### src/rtl/sha256_pkg.sv
`timescale 1ns / 1ps
// ----------------------------------------------------------------------------
// SHA-256 package
// Shared types, round constants and initial hash values for the digest core.
// ----------------------------------------------------------------------------
package sha256_pkg;

   typedef logic [7:0][31:0] hash_type;

   typedef struct packed {
      logic       has_byte;
      logic [7:0] data_byte;
      logic       end_of_message;
   } req_type;

   typedef struct packed {
      logic [31:0] digest_word;
      logic [2:0]  word_index;
      logic        last_word;
   } rsp_type;

   typedef enum logic [2:0] {
      ST_IDLE,
      ST_ROUND,
      ST_FOLD,
      ST_PAD_MARK,
      ST_PAD_ZERO,
      ST_PAD_LEN,
      ST_EMIT
   } state_type;

   typedef struct packed {
      logic       push;
      logic [7:0] push_data;
      logic [5:0] push_slot;
      logic       load_work;
      logic       step;
      logic       fold;
      logic       clear_chain;
      logic [5:0] round_idx;
      logic [2:0] word_idx;
   } ctrl_type;

   localparam logic [7:0] PAD_MARKER = 8'h80;
   localparam logic [5:0] LEN_SLOT   = 6'd56;
   localparam logic [5:0] LAST_SLOT  = 6'd63;
   localparam logic [5:0] LAST_ROUND = 6'd63;
   localparam logic [2:0] LAST_WORD  = 3'd7;

   localparam hash_type INIT_HASH = {
      32'h5be0cd19, 32'h1f83d9ab, 32'h9b05688c, 32'h510e527f,
      32'ha54ff53a, 32'h3c6ef372, 32'hbb67ae85, 32'h6a09e667
   };

   localparam logic [31:0] ROUND_K [64] = '{
      32'h428a2f98, 32'h71374491, 32'hb5c0fbcf, 32'he9b5dba5,
      32'h3956c25b, 32'h59f111f1, 32'h923f82a4, 32'hab1c5ed5,
      32'hd807aa98, 32'h12835b01, 32'h243185be, 32'h550c7dc3,
      32'h72be5d74, 32'h80deb1fe, 32'h9bdc06a7, 32'hc19bf174,
      32'he49b69c1, 32'hefbe4786, 32'h0fc19dc6, 32'h240ca1cc,
      32'h2de92c6f, 32'h4a7484aa, 32'h5cb0a9dc, 32'h76f988da,
      32'h983e5152, 32'ha831c66d, 32'hb00327c8, 32'hbf597fc7,
      32'hc6e00bf3, 32'hd5a79147, 32'h06ca6351, 32'h14292967,
      32'h27b70a85, 32'h2e1b2138, 32'h4d2c6dfc, 32'h53380d13,
      32'h650a7354, 32'h766a0abb, 32'h81c2c92e, 32'h92722c85,
      32'ha2bfe8a1, 32'ha81a664b, 32'hc24b8b70, 32'hc76c51a3,
      32'hd192e819, 32'hd6990624, 32'hf40e3585, 32'h106aa070,
      32'h19a4c116, 32'h1e376c08, 32'h2748774c, 32'h34b0bcb5,
      32'h391c0cb3, 32'h4ed8aa4a, 32'h5b9cca4f, 32'h682e6ff3,
      32'h748f82ee, 32'h78a5636f, 32'h84c87814, 32'h8cc70208,
      32'h90befffa, 32'ha4506ceb, 32'hbef9a3f7, 32'hc67178f2
   };

   function automatic logic [31:0] rotr(input logic [31:0] x, input int unsigned n);
      rotr = (x >> n) | (x << (32 - n));
   endfunction

endpackage

### src/rtl/sha256_sched.sv
`timescale 1ns / 1ps
// ----------------------------------------------------------------------------
// SHA-256 message window
// Sixteen-word window: filled a byte at a time, then advanced one schedule
// word per round.
// ----------------------------------------------------------------------------
module sha256_sched
   import sha256_pkg::*;
(
   input  logic        clock,
   input  ctrl_type    ctrl,
   output logic [31:0] sched_word
);

   logic [15:0][31:0] win_ff;
   logic [15:0][31:0] win_in;
   logic [31:0]       sig0;
   logic [31:0]       sig1;
   logic [31:0]       new_word;

   always_comb begin
      sig0     = rotr(win_ff[1], 7) ^ rotr(win_ff[1], 18) ^ (win_ff[1] >> 3);
      sig1     = rotr(win_ff[14], 17) ^ rotr(win_ff[14], 19) ^ (win_ff[14] >> 10);
      new_word = win_ff[0] + sig0 + win_ff[9] + sig1;
   end

   always_comb begin
      win_in = win_ff;
      if (ctrl.push) begin
         win_in[ctrl.push_slot[5:2]][{~ctrl.push_slot[1:0], 3'b000} +: 8] = ctrl.push_data;
      end else if (ctrl.step) begin
         win_in = {new_word, win_ff[15:1]};
      end
   end

   always_ff @(posedge clock) begin
      win_ff <= win_in;
   end

   assign sched_word = win_ff[0];

endmodule

### src/rtl/sha256_round.sv
`timescale 1ns / 1ps
// ----------------------------------------------------------------------------
// SHA-256 round unit
// Working variables a..h and the round function, one round per step.
// ----------------------------------------------------------------------------
module sha256_round
   import sha256_pkg::*;
(
   input  logic        clock,
   input  ctrl_type    ctrl,
   input  hash_type    chain,
   input  logic [31:0] sched_word,
   output hash_type    work
);

   hash_type    work_ff;
   hash_type    work_in;
   logic [31:0] big0;
   logic [31:0] big1;
   logic [31:0] ch;
   logic [31:0] maj;
   logic [31:0] t1;

   always_comb begin
      big1 = rotr(work_ff[4], 6) ^ rotr(work_ff[4], 11) ^ rotr(work_ff[4], 25);
      ch   = (work_ff[4] & work_ff[5]) ^ (~work_ff[4] & work_ff[6]);
      t1   = work_ff[7] + big1 + ch + ROUND_K[ctrl.round_idx] + sched_word;
      big0 = rotr(work_ff[0], 2) ^ rotr(work_ff[0], 13) ^ rotr(work_ff[0], 22);
      maj  = (work_ff[0] & work_ff[1]) ^ (work_ff[0] & work_ff[2])
           ^ (work_ff[1] & work_ff[2]);
   end

   always_comb begin
      work_in = work_ff;
      if (ctrl.load_work) begin
         work_in = chain;
      end else if (ctrl.step) begin
         work_in = {work_ff[6:4], work_ff[3] + t1, work_ff[2:0], t1 + big0 + maj};
      end
   end

   always_ff @(posedge clock) begin
      work_ff <= work_in;
   end

   assign work = work_ff;

endmodule

### src/rtl/sha256_ctrl.sv
`timescale 1ns / 1ps
// ----------------------------------------------------------------------------
// SHA-256 sequencer
// Byte intake, padding, round count and digest output sequencing.
// ----------------------------------------------------------------------------
module sha256_ctrl
   import sha256_pkg::*;
(
   input  logic     clock,
   input  logic     reset,
   input  logic     req_valid,
   output logic     req_ready,
   input  req_type  req_payload,
   output logic     rsp_valid,
   input  logic     rsp_ready,
   output ctrl_type ctrl
);

   state_type   state_ff;
   state_type   state_in;
   state_type   resume_ff;
   state_type   resume_in;
   logic [5:0]  fill_ff;
   logic [5:0]  round_ff;
   logic [2:0]  word_ff;
   logic [63:0] total_ff;
   logic [63:0] bit_len;
   logic        req_xfer;
   logic        rsp_xfer;
   logic        wrap;

   assign bit_len  = {total_ff[60:0], 3'b000};
   assign req_xfer = req_valid && req_ready;
   assign rsp_xfer = rsp_valid && rsp_ready;
   assign wrap     = ctrl.push && (fill_ff == LAST_SLOT);

   // outputs
   always_comb begin
      req_ready        = 1'b0;
      rsp_valid        = 1'b0;
      ctrl             = '0;
      ctrl.push_slot   = fill_ff;
      ctrl.round_idx   = round_ff;
      ctrl.word_idx    = word_ff;
      unique case (state_ff)
         ST_IDLE: begin
            req_ready      = 1'b1;
            ctrl.push      = req_valid && req_payload.has_byte;
            ctrl.push_data = req_payload.data_byte;
         end
         ST_ROUND: begin
            ctrl.step = 1'b1;
         end
         ST_FOLD: begin
            ctrl.fold = 1'b1;
         end
         ST_PAD_MARK: begin
            ctrl.push      = 1'b1;
            ctrl.push_data = PAD_MARKER;
         end
         ST_PAD_ZERO: begin
            ctrl.push      = (fill_ff != LEN_SLOT);
            ctrl.push_data = 8'h00;
         end
         ST_PAD_LEN: begin
            ctrl.push      = 1'b1;
            ctrl.push_data = bit_len[{~fill_ff[2:0], 3'b000} +: 8];
         end
         ST_EMIT: begin
            rsp_valid        = 1'b1;
            ctrl.clear_chain = rsp_ready && (word_ff == LAST_WORD);
         end
         default: begin
            req_ready = 1'b0;
         end
      endcase
      ctrl.load_work = wrap;
   end

   // next state
   always_comb begin
      state_in  = state_ff;
      resume_in = resume_ff;
      unique case (state_ff)
         ST_IDLE: begin
            if (req_valid) begin
               resume_in = req_payload.end_of_message ? ST_PAD_MARK : ST_IDLE;
               state_in  = wrap ? ST_ROUND : resume_in;
            end
         end
         ST_ROUND: begin
            if (round_ff == LAST_ROUND) begin
               state_in = ST_FOLD;
            end
         end
         ST_FOLD: begin
            state_in = resume_ff;
         end
         ST_PAD_MARK: begin
            resume_in = ST_PAD_ZERO;
            state_in  = wrap ? ST_ROUND : ST_PAD_ZERO;
         end
         ST_PAD_ZERO: begin
            if (fill_ff == LEN_SLOT) begin
               state_in = ST_PAD_LEN;
            end else if (wrap) begin
               resume_in = ST_PAD_ZERO;
               state_in  = ST_ROUND;
            end
         end
         ST_PAD_LEN: begin
            if (wrap) begin
               resume_in = ST_EMIT;
               state_in  = ST_ROUND;
            end
         end
         ST_EMIT: begin
            if (rsp_xfer && (word_ff == LAST_WORD)) begin
               state_in = ST_IDLE;
            end
         end
         default: begin
            state_in = ST_IDLE;
         end
      endcase
   end

   always_ff @(posedge clock) begin
      if (reset) begin
         state_ff  <= ST_IDLE;
         resume_ff <= ST_IDLE;
         fill_ff   <= '0;
         round_ff  <= '0;
         word_ff   <= '0;
         total_ff  <= '0;
      end else begin
         state_ff  <= state_in;
         resume_ff <= resume_in;
         if (ctrl.push) begin
            fill_ff <= fill_ff + 6'd1;
         end
         round_ff <= (state_ff == ST_ROUND) ? round_ff + 6'd1 : '0;
         if (rsp_xfer) begin
            word_ff <= word_ff + 3'd1;
         end
         if (ctrl.clear_chain) begin
            total_ff <= '0;
         end else if (req_xfer && req_payload.has_byte) begin
            total_ff <= total_ff + 64'd1;
         end
      end
   end

endmodule

### src/rtl/sha256_message_digest_core.sv
`timescale 1ns / 1ps
// ----------------------------------------------------------------------------
// SHA-256 message digest core
// Byte-serial SHA-256 with padding and a word-serial digest output.
// ----------------------------------------------------------------------------
// A message byte transfers whenever the core is idle, not while it is
// compressing, padding or offering the digest. The byte that completes a
// 64-byte block starts a compression (64 rounds, one per cycle on one
// shared round unit, then the chaining add), during which req_ready stays
// low. The end-of-message transfer starts padding at one byte per cycle
// outside compressions (the 0x80 marker, zeros up to byte 56, eight length
// bytes), with one or two compressions, after which the eight digest words
// are offered on rsp_ one per transfer, index 7 flagged last. The core then
// starts a new message from the initial hash values.
// ----------------------------------------------------------------------------
module sha256_message_digest_core
   import sha256_pkg::*;
(
   input  logic    clock,
   input  logic    reset,
   input  logic    req_valid,
   output logic    req_ready,
   input  req_type req_payload,
   output logic    rsp_valid,
   input  logic    rsp_ready,
   output rsp_type rsp_payload
);

   ctrl_type    ctrl;
   logic [31:0] sched_word;
   hash_type    work;
   hash_type    chain_ff;
   hash_type    chain_in;

   sha256_ctrl u_ctrl (
      .clock       (clock),
      .reset       (reset),
      .req_valid   (req_valid),
      .req_ready   (req_ready),
      .req_payload (req_payload),
      .rsp_valid   (rsp_valid),
      .rsp_ready   (rsp_ready),
      .ctrl        (ctrl)
   );

   sha256_sched u_sched (
      .clock      (clock),
      .ctrl       (ctrl),
      .sched_word (sched_word)
   );

   sha256_round u_round (
      .clock      (clock),
      .ctrl       (ctrl),
      .chain      (chain_ff),
      .sched_word (sched_word),
      .work       (work)
   );

   always_comb begin
      chain_in = chain_ff;
      if (ctrl.clear_chain) begin
         chain_in = INIT_HASH;
      end else if (ctrl.fold) begin
         for (int i = 0; i < 8; i++) begin
            chain_in[i] = chain_ff[i] + work[i];
         end
      end
   end

   always_ff @(posedge clock) begin
      if (reset) begin
         chain_ff <= INIT_HASH;
      end else begin
         chain_ff <= chain_in;
      end
   end

   assign rsp_payload.digest_word = chain_ff[ctrl.word_idx];
   assign rsp_payload.word_index  = ctrl.word_idx;
   assign rsp_payload.last_word   = (ctrl.word_idx == LAST_WORD);

endmodule

### config.mk
export PLATFORM = sky130hd
export DESIGN_NAME = sha256_message_digest_core
export DESIGN_NICKNAME = d
export VERILOG_FILES = /design/src/rtl/sha256_pkg.sv /design/src/rtl/sha256_sched.sv /design/src/rtl/sha256_round.sv /design/src/rtl/sha256_ctrl.sv /design/src/rtl/sha256_message_digest_core.sv
export SDC_FILE = /design/constraint.sdc
export NUM_CORES = 2
export LEC_CHECK = 0
export BUFFER_PORTS_ARGS = -buffer_cell sky130_fd_sc_hd__buf_4
export CAP_MARGIN = 30
export CORE_ASPECT_RATIO = 0.8
export CORE_MARGIN = 1.5
export CORE_UTILIZATION = 30
export CTS_CLUSTER_DIAMETER = 40
export DETAILED_ROUTE_END_ITERATION = 7
export PLACE_DENSITY = 0.54
export SLEW_MARGIN = 10
export SYNTH_ARGS = -nofsm -noshare
export SYNTH_HDL_FRONTEND = slang
export SYNTH_SLANG_ARGS = --single-unit
### constraint.sdc
create_clock -name clock -period 12.7 [get_ports clock]
set_input_delay 0.635 -clock clock [delete_from_list [all_inputs] [get_ports clock]]
set_output_delay 0.635 -clock clock [all_outputs]
set_load 0.02 [all_outputs]
==> flow_summary.json <==
{
  "routabilityCongestion": 0.945,
  "hold_viol_final": 0,
  "placementRows": 162,
  "finalCritPeriodShare": 0.847,
  "hold_class": "in -> reg",
  "synth_compound_area_frac": 0.170,
  "max-clock-path-buffers": 4,
  "route.vias.total": 61722,
  "vias_per_cell": 5.41,
  "synth_mux_area_frac": 0.0393,
  "fillCellCount": 24792,
  "synth_simple_gate_area_frac": 0.153,
  "cts_hold_buffers": 0,
  "rsz0062_at_grt": "no",
  "ys_warn_count": 0,
  "ys_seq_elements": 1106,
  "grt_pass1_wl_um": 395000,
  "grt_pass1_vias": 57833,
  "setup_viol": 0,
  "dr.pass1.iters": 6,
  "worstPathRequired_ps": 13310,
  "synthAdderAreaFrac": 0.121,
  "worstSetupPathType": "reg -> reg",
  "synthArstFlopShare": 0,
  "remaining_drc_errors": 0,
  "outcome": "complete, no violations",
  "ant_nets": 0,
  "cts_root_buf": "clkbuf_16",
  "antenna_found_initial": 9,
  "die_w_um": 558,
  "post_cts_resized": 0,
  "slew_headroom": 0.191,
  "synth_edf_count": 768,
  "syn_nets": 8653,
  "ioPinCount": 52,
  "post-cts-setup-buffers": 0,
  "finalCriticalPeriod_ps": 10760,
  "critPathArrivalTime_ps": 11370,
  "grtUsageTotal": 0.212,
  "finClkSkew_ps": 100,
  "fmax_ghz": 0.0930,
  "yosysMostFrequentCell": "nand2_1",
  "max_cap_viol_count": 0,
  "ys.flop_type": "edfxtp_1",
  "dp_hpwl_um": 200000,
  "syn_to_final_growth_pct": 14.4,
  "coreArea_mm2": 0.244,
  "worst_pin_slew_ps": 1210,
  "post_synth.cell_area_avg_um2": 9.19,
  "ys_top_cells_by_area": "edfxtp_1 31%, dfxtp_1 9.2%, nand2_1 9.0%, ha_1 6.8%, o21ai_0 6.0%",
  "die_h_um": 447,
  "overflow": 0,
  "synth-xor-area-share": 0.0722,
  "port-buffer-count": 51,
  "drive_above_1_share": 0.0835,
  "clkSinkCount": 1106,
  "cts_tree": "built",
  "routed_wl_um": 272000,
  "slowest_stage": "ha_1",
  "endpoint_kind": "register",
  "path_clk_slew_ps": 50,
  "synthTopCellsByCount": "1773 x nand2_1, 879 x o21ai_0, 768 x edfxtp_1",
  "h-tree-depth": 4,
  "yosysTopAreaCell": "edfxtp_1",
  "synthCells": 8045,
  "synth-seq-area-share": 0.403,
  "ys_types": 98,
  "clk_latency_ps": 880,
  "drv_slew": 0,
  "wire_per_inst_um": 23.8,
  "nNetsFinal": 8581,
  "drtIter0Drc": 7006,
  "start_kind": "register",
  "synth_top_family_by_area": "compound AO/OA/AOI/OAI gates",
  "yosysTopAreaCellShare": 0.312,
  "path_max_fanout": 25,
  "cpPeakStageDelay_ps": 670,
  "cp_common_cell": "a21o_1",
  "numCtsBuffers": 198,
  "netlist_area_mm2": 0.0739,
  "start_util": 0.303,
  "die_area_mm2": 0.249,
  "grt_max_degree": 203,
  "setup_tns_ps": 0
}
[cell families after synthesis]
group,Yosys count
compound gates,2104
xor+xnor,606
fa+ha+maj,598
flops,1106
buf+inv,776
simple gates,2679
mux,176
[layer usage]
layer,routed length (um),GRT usage,share of wire
met5,13,0,0.000048
met4,4980,0.0446,0.018
met3,26700,0.0500,0.098
met2,108000,0.288,0.40
met1,133000,0.331,0.49
[worst max-delay path: cells and delay by family, from the launching register on]
| kind | cells | cell delay (ps) |
|---|---|---|
| AO/OA/AOI/OAI | 20 | 5310 |
| XOR/XNOR | 2 | 370 |
| buffers and inverters | 5 | 930 |
| adder cells (fa/ha/maj) | 7 | 3010 |
| flip-flops | 1 | 300 |
| AND/OR/NAND/NOR | 2 | 370 |
| multiplexers | 1 | 270 |
[metrics by stage]
stage          hold WS (ps)  area (um^2)  std cells  worst slack (ps)   util
3_5_place_dp            446        77700      11044              2120  0.318
5_1_grt                81.4        84500      11413              1450  0.346
6_report               84.6        84600      11416              1940  0.346
2_1_floorplan           432        73900       8045              3510      -
3_3_place_gp            442        77600      11038              2110  0.318
4_1_cts                30.5        84400      11403              2130  0.346
[final cells by class]
class | count | area [um^2] | share of cell area
Multi-Input combinational cell | 6163 | 41200 | 0.488
Sequential cell | 1106 | 29800 | 0.353
Clock buffer | 236 | 5310 | 0.0628
Tap cell | 3280 | 4100 | 0.0485
Clock inverter | 123 | 1420 | 0.0168
Timing Repair Buffer | 153 | 1320 | 0.0156
Inverter | 351 | 1320 | 0.0156
Antenna cell | 4 | 10.0 | 0.000118
[registers in the layout, indices dropped and copies added, names as in the netlist]
signal / cells
u_sched.win_ff: 480
chain_ff: 256
u_round.work: 256
u_ctrl.total_ff: 61
u_sched.sched_word: 32
u_ctrl.fill_ff: 6
u_ctrl.round_ff: 6
u_ctrl.resume_ff: 3
u_ctrl.state_ff: 3
u_ctrl.word_ff: 3
[path summary, 6_finish.rpt]
kind | to | startpoint | cells past startpoint | slack (ps)
setup reg to reg | u_round.work[31]$_DFFE_PP_ | u_ctrl.round_ff[0]$_SDFF_PP0_ | 37 | 1940
setup / recovery | u_round.work[31]$_DFFE_PP_ | u_ctrl.round_ff[0]$_SDFF_PP0_ | 37 | 1940
hold reg to reg | u_ctrl.resume_ff[1]$_SDFFE_PP0P_ | u_ctrl.resume_ff[1]$_SDFFE_PP0P_ | 2 | 450
hold / removal | u_ctrl.word_ff[1]$_SDFFE_PP0P_ | rsp_ready | 3 | 80
[cells in the final DEF (no fill, tap or decap), drive strengths merged, types with 86 or more instances in the layout]
cell type  netlist  routed
nand2         1773    1773
o211ai         100     100
a21oi          481     481
dfxtp          338     338
edfxtp         768     768
mux4            86      86
a21o           189     189
fa             195     195
nand3          134     134
inv            348     369
nor2           338     338
o21ai          885     885
xor2           240     240
buf             79     150
xnor2          364     364
clkbuf         346     238
ha             399     399
Power is left out: the tool's default activity adds up to more than one toggle a clock period on the data nets, which glitch-free logic cannot reach.
